--- src/hw/rtl/rmcb_pkg.sv ---
package rmcb_pkg;

    localparam int CFG_IDX_W  = 1;
    localparam int CFG_DATA_W = 4;
    localparam int LOG_W      = 4;
    localparam int LEVEL_W    = 3;

    localparam logic [CFG_IDX_W-1:0] CFG_IMAGE_SIZE = 1'd0;
    localparam logic [CFG_IDX_W-1:0] CFG_MIN_SIZE   = 1'd1;

    localparam logic [LOG_W-1:0] RST_IMAGE_SIZE = 4'd10;
    localparam logic [LOG_W-1:0] RST_MIN_SIZE   = 4'd7;

    localparam logic [9:0] ROUND_HALF = 10'd2;

    typedef struct packed {
        logic [7:0] blue;
        logic [7:0] green;
        logic [7:0] red;
    } t_pix;

    typedef struct packed {
        logic [8:0] blue;
        logic [8:0] green;
        logic [8:0] red;
    } t_sum;

    typedef struct packed {
        t_pix pix;
        logic level_end;
    } t_res;

    typedef struct packed {
        logic             en;
        logic             clear;
        logic [LOG_W-1:0] size_log2;
        logic [LOG_W-1:0] levels;
    } t_ctl;

endpackage

--- src/hw/rtl/rmcb_serial.sv ---
module rmcb_serial
    import rmcb_pkg::*;
#(
    parameter int NUM_CELLS = 6
) (
    input  logic                             i_clk,
    input  logic                             i_rst_n,
    input  logic                             i_load,
    input  logic [$clog2(NUM_CELLS+1)-1:0]   i_cnt,
    input  t_res                             i_res [NUM_CELLS],
    output logic                             o_can_load,
    output logic                             o_valid,
    input  logic                             i_stall,
    output logic [LEVEL_W-1:0]               o_level,
    output logic [7:0]                       o_red_out,
    output logic [7:0]                       o_green_out,
    output logic [7:0]                       o_blue_out,
    output logic                             o_level_end,
    output logic                             o_run_last
);

    localparam int CNT_W = $clog2(NUM_CELLS + 1);
    localparam int PW    = (NUM_CELLS > 1) ? $clog2(NUM_CELLS) : 1;

    logic             r_valid;
    logic [CNT_W-1:0] r_left;
    logic [PW-1:0]    r_pos;
    t_res             r_res [NUM_CELLS];
    t_res             head;
    logic             xfer, is_last;

    assign xfer       = r_valid && !i_stall;
    assign is_last    = r_left == CNT_W'(1);
    assign o_can_load = !r_valid || (xfer && is_last);

    always_ff @(posedge i_clk) begin
        if (!i_rst_n) begin
            r_valid <= 1'b0;
            r_left  <= '0;
            r_pos   <= '0;
        end else if (i_load) begin
            r_valid <= 1'b1;
            r_left  <= i_cnt;
            r_pos   <= '0;
        end else if (xfer) begin
            if (is_last) begin
                r_valid <= 1'b0;
            end
            r_left <= r_left - 1'b1;
            r_pos  <= r_pos + 1'b1;
        end
    end

    always_ff @(posedge i_clk) begin
        if (i_load) begin
            r_res <= i_res;
        end
    end

    assign head        = r_res[r_pos];
    assign o_valid     = r_valid;
    assign o_level     = 3'(r_pos) + 3'd1;
    assign o_red_out   = head.pix.red;
    assign o_green_out = head.pix.green;
    assign o_blue_out  = head.pix.blue;
    assign o_level_end = head.level_end;
    assign o_run_last  = is_last;

    assert property (@(posedge i_clk) disable iff (!i_rst_n)
        r_valid |-> r_left != '0)
        else $error("Output register valid with no results left.");

    assert property (@(posedge i_clk) disable iff (!i_rst_n)
        i_load |-> !r_valid || (xfer && is_last))
        else $error("Results loaded over a run not yet transferred.");

    assert property (@(posedge i_clk) disable iff (!i_rst_n)
        xfer && !is_last |=> r_valid)
        else $error("Run ended before its last result was transferred.");

endmodule
--- config.mk ---
export PLATFORM = sky130hd
export DESIGN_NAME = rmcb_serial
export DESIGN_NICKNAME = d
export VERILOG_FILES = /design/src/hw/rtl/rmcb_pkg.sv /design/src/hw/rtl/rmcb_serial.sv
export SDC_FILE = /design/constraint.sdc
export NUM_CORES = 1
export LEC_CHECK = 0
export BUFFER_PORTS_ARGS = -buffer_cell sky130_fd_sc_hd__buf_2
export CAP_MARGIN = 5
export CORE_MARGIN = 5
export CORE_UTILIZATION = 28
export CTS_CLUSTER_DIAMETER = 60
export CTS_CLUSTER_SIZE = 14
export DETAILED_ROUTE_END_ITERATION = 16
export HOLD_SLACK_MARGIN = 0.08
export PLACE_DENSITY_LB_ADDON = 0.15
export SYNTH_ARGS = -nofsm -noshare
export SYNTH_HDL_FRONTEND = slang
export SYNTH_SLANG_ARGS = --single-unit
--- constraint.sdc ---
create_clock -name i_clk -period 2.25 [get_ports i_clk]
set_clock_uncertainty 0.2 [all_clocks]
set_input_delay 0.3375 -clock i_clk [delete_from_list [all_inputs] [get_ports i_clk]]
set_output_delay 0.3375 -clock i_clk [all_outputs]
set_load 0.01 [all_outputs]
==> run metrics <==
Congestion Overflow GR 0; CP bufs+invs 2; Switching Fraction 21.85%; Die H roughly 160 µm; CTS Buf Count 17; outcome completed; synthesized area between 0.006 and 0.007 mm²; Tmin final 2.221 ns; length of the first detailed-routing pass in iterations 4; Post-Synthesis Cells approximately 330; CP Capture Type output port; Core Area between 0.02 and 0.025 mm²; Vias 4278; worst setup margin approximately 0.03 ns; Final Cell Area around 0.010 mm²; Worst EP required 1.71 ns; commonest non-fill, non-tap cell in the layout buf_2; antenna violations before repair 0; antenna cells 0; min-delay worst type in2reg; final setup violation count 0; die area 0.02558 mm²; Site Rows 54; max frequency approximately 0.45 GHz; final wirelength 17.25 mm; IO Port Bufs roughly 190; Root Buffer clkbuf_16; PwrDens around 710 mW/mm²; vias per cell roughly 4.3; clk_lat worst skew just over 0.4 ns; Slew Limit Fails 0; Peak VDD IR 418.3 µV; logic gate share of total power a little over a tenth; register area share after synthesis 73.80%; DP Wirelength around 11 mm; Largest delay share family, worst path flip-flops; startpoint types register; total of max-cap violations 0; Worst path max stage delay 0.42 ns; dpl ws 0.3049 ns; 1st-iter DRT viols about 130; vias in the first global route roughly 4700; Tightest Pin Transition 0.4153 ns; CTS tree done; Area after DPL 0.007589 mm²; share of post-route cells with drive strength above 1 around 43%; Tcrit/Tclk final between 90 and 100%; crit path max fanout 12; drt wl/cell 17.30 µm; YS warnings 0; Worst EP arrival 1.68 ns; largest net degree at the start of global routing 42; Setup CP Type reg2out; Flop pwr share between 40% and 50%; first-pass GRT wire length 26.52 mm; register bit total from synthesis between 150 and 200; Synth cell types 26; CP cell instances buf_12, mux2_2, nand2_1, o221ai_2, buf_2; RSZ-0062 raised after global routing yes; internal power about 5.7 mW; fin nets about 860; routability cong. roughly 0.75; Top Ports between 150 and 200; Critical-path top delay cell dfxtp_4; Max Root-Sink Buffers 2; H-Tree Depth 4; Worst-path clk slew 0.06 ns; leakage 3.918 nW; clock tree sinks 157; Area Growth Syn to Fin 61.29%; syn nets 494; Slew headroom a little over 70%; Clk pwr share roughly two fifths; most frequent cells in the layout 186 x buf_2, 156 x dlygate4sd3_1, 150 x edfxtp_1; drt drc 0; Post-DRT Antenna Nets 0; final hold vios 0; Initial Util between 20% and 30%; Horiz. Die Dim 159.9 µm; gr usage total 13.46%; Switch Pwr roughly 1.6 mW; Syn Area/Cell 18.84 µm²
[routing by layer]
metal  vias up  share of wire (%)  GRT usage (%)  wire length (µm)
met1      2059                 46          17.91              7863
li1       2062                  -              -                 -
met3        12                6.0          4.433              1039
met4         0                1.0          3.481               177
met2       145                 47          21.31              8172
met5         -                  0              0                 0
[final timing paths]
| path | from | endpoint | slack, ns | depth (start not counted) |
|---|---|---|---|---|
| worst min-delay path | i_load | r_res[126] | 0.14 | 1 |
| worst min register to register | r_left[2] | r_left[2] | 0.38 | 2 |
| worst max-delay path | r_pos[1] | o_green_out[5] | 0.03 | 5 |
| worst max register to register | r_left[0] | r_left[1] | 0.39 | 6 |
[cell usage after synthesis (all sizes together)]
library cell	n	area share, %
dfxtp	7	2.2
and2b	1	0.12
nand2b	3	0.30
nand2	27	1.6
o221ai	25	5.6
ha	3	0.60
mux2	25	4.9
mux2i	51	8.1
xnor2	2	0.28
o211ai	1	0.12
a21oi	2	0.16
xor2	3	0.42
edfxtp	150	72
clkbuf	1	0.12
inv	5	0.30
a21boi	2	0.24
buf	16	2.4
nor2	4	0.36
nand3b	3	0.36
o21ai	3	0.24
[power groups by stage]
stage / clock network [mW] / logic [mW] / registers [mW]
detailed placement: 0 / 0.522 / 3.57
global placement: 0 / 0.517 / 3.56
CTS: 3.04 / 0.761 / 3.51
floorplan: 0 / 0.225 / 3.56
finish: 2.95 / 0.778 / 3.52
global route: 3.18 / 0.846 / 3.54
[state kept, by name (all words and copies together), names as in the netlist]
name     count
r_pos        3
r_res      150
o_valid      1
r_left       3
[through the flow]
stage / cells / power (mW) / TNS, ns / util, % / hold WS [ns]
after floorplan: 334 / 3.780 / 0 / - / 0.2364
after global placement: 796 / 4.079 / 0 / 34.56 / 0.3147
after detailed placement: 796 / 4.093 / 0 / 34.56 / 0.3156
after CTS: 994 / 7.311 / -0.07328 / 45.45 / 0.1261
after global routing: 997 / 7.567 / -0.8747 / 46.23 / 0.1302
final: 997 / 7.250 / 0 / 46.23 / 0.1396
[repair_timing]
item                                    4_1_cts  5_1_grt
cloned                                        3        1
resized for setup                            17       31
endpoints found under the hold margin       157        0
pin swaps                                     1        2
hold buffers                                156        0
buffers inserted                              7        2
endpoints found under the setup margin       25       26
[cell families after synthesis]
family / Yosys count / share of synthesized area (%)
AO/OA/AOI/OAI: 33 / 6.322
XOR/XNOR: 5 / 0.6960
adder cells (fa/ha/maj): 3 / 0.5965
buffers and inverters: 22 / 2.843
flip-flops: 157 / 73.80
multiplexers: 76 / 13.00
AND/OR/NAND/NOR: 38 / 2.744
[area by class of cell]
class	instances	area, µm²
multi-input cells	156	1629
flip-flops and latches	157	4656
clock inverters	13	166.4
repair buffers	367	2898
inverters	5	18.77
fillers	1885	11810
clock buffers	19	432.9
well taps	280	350.3
(Power assumes the default switching activity.)
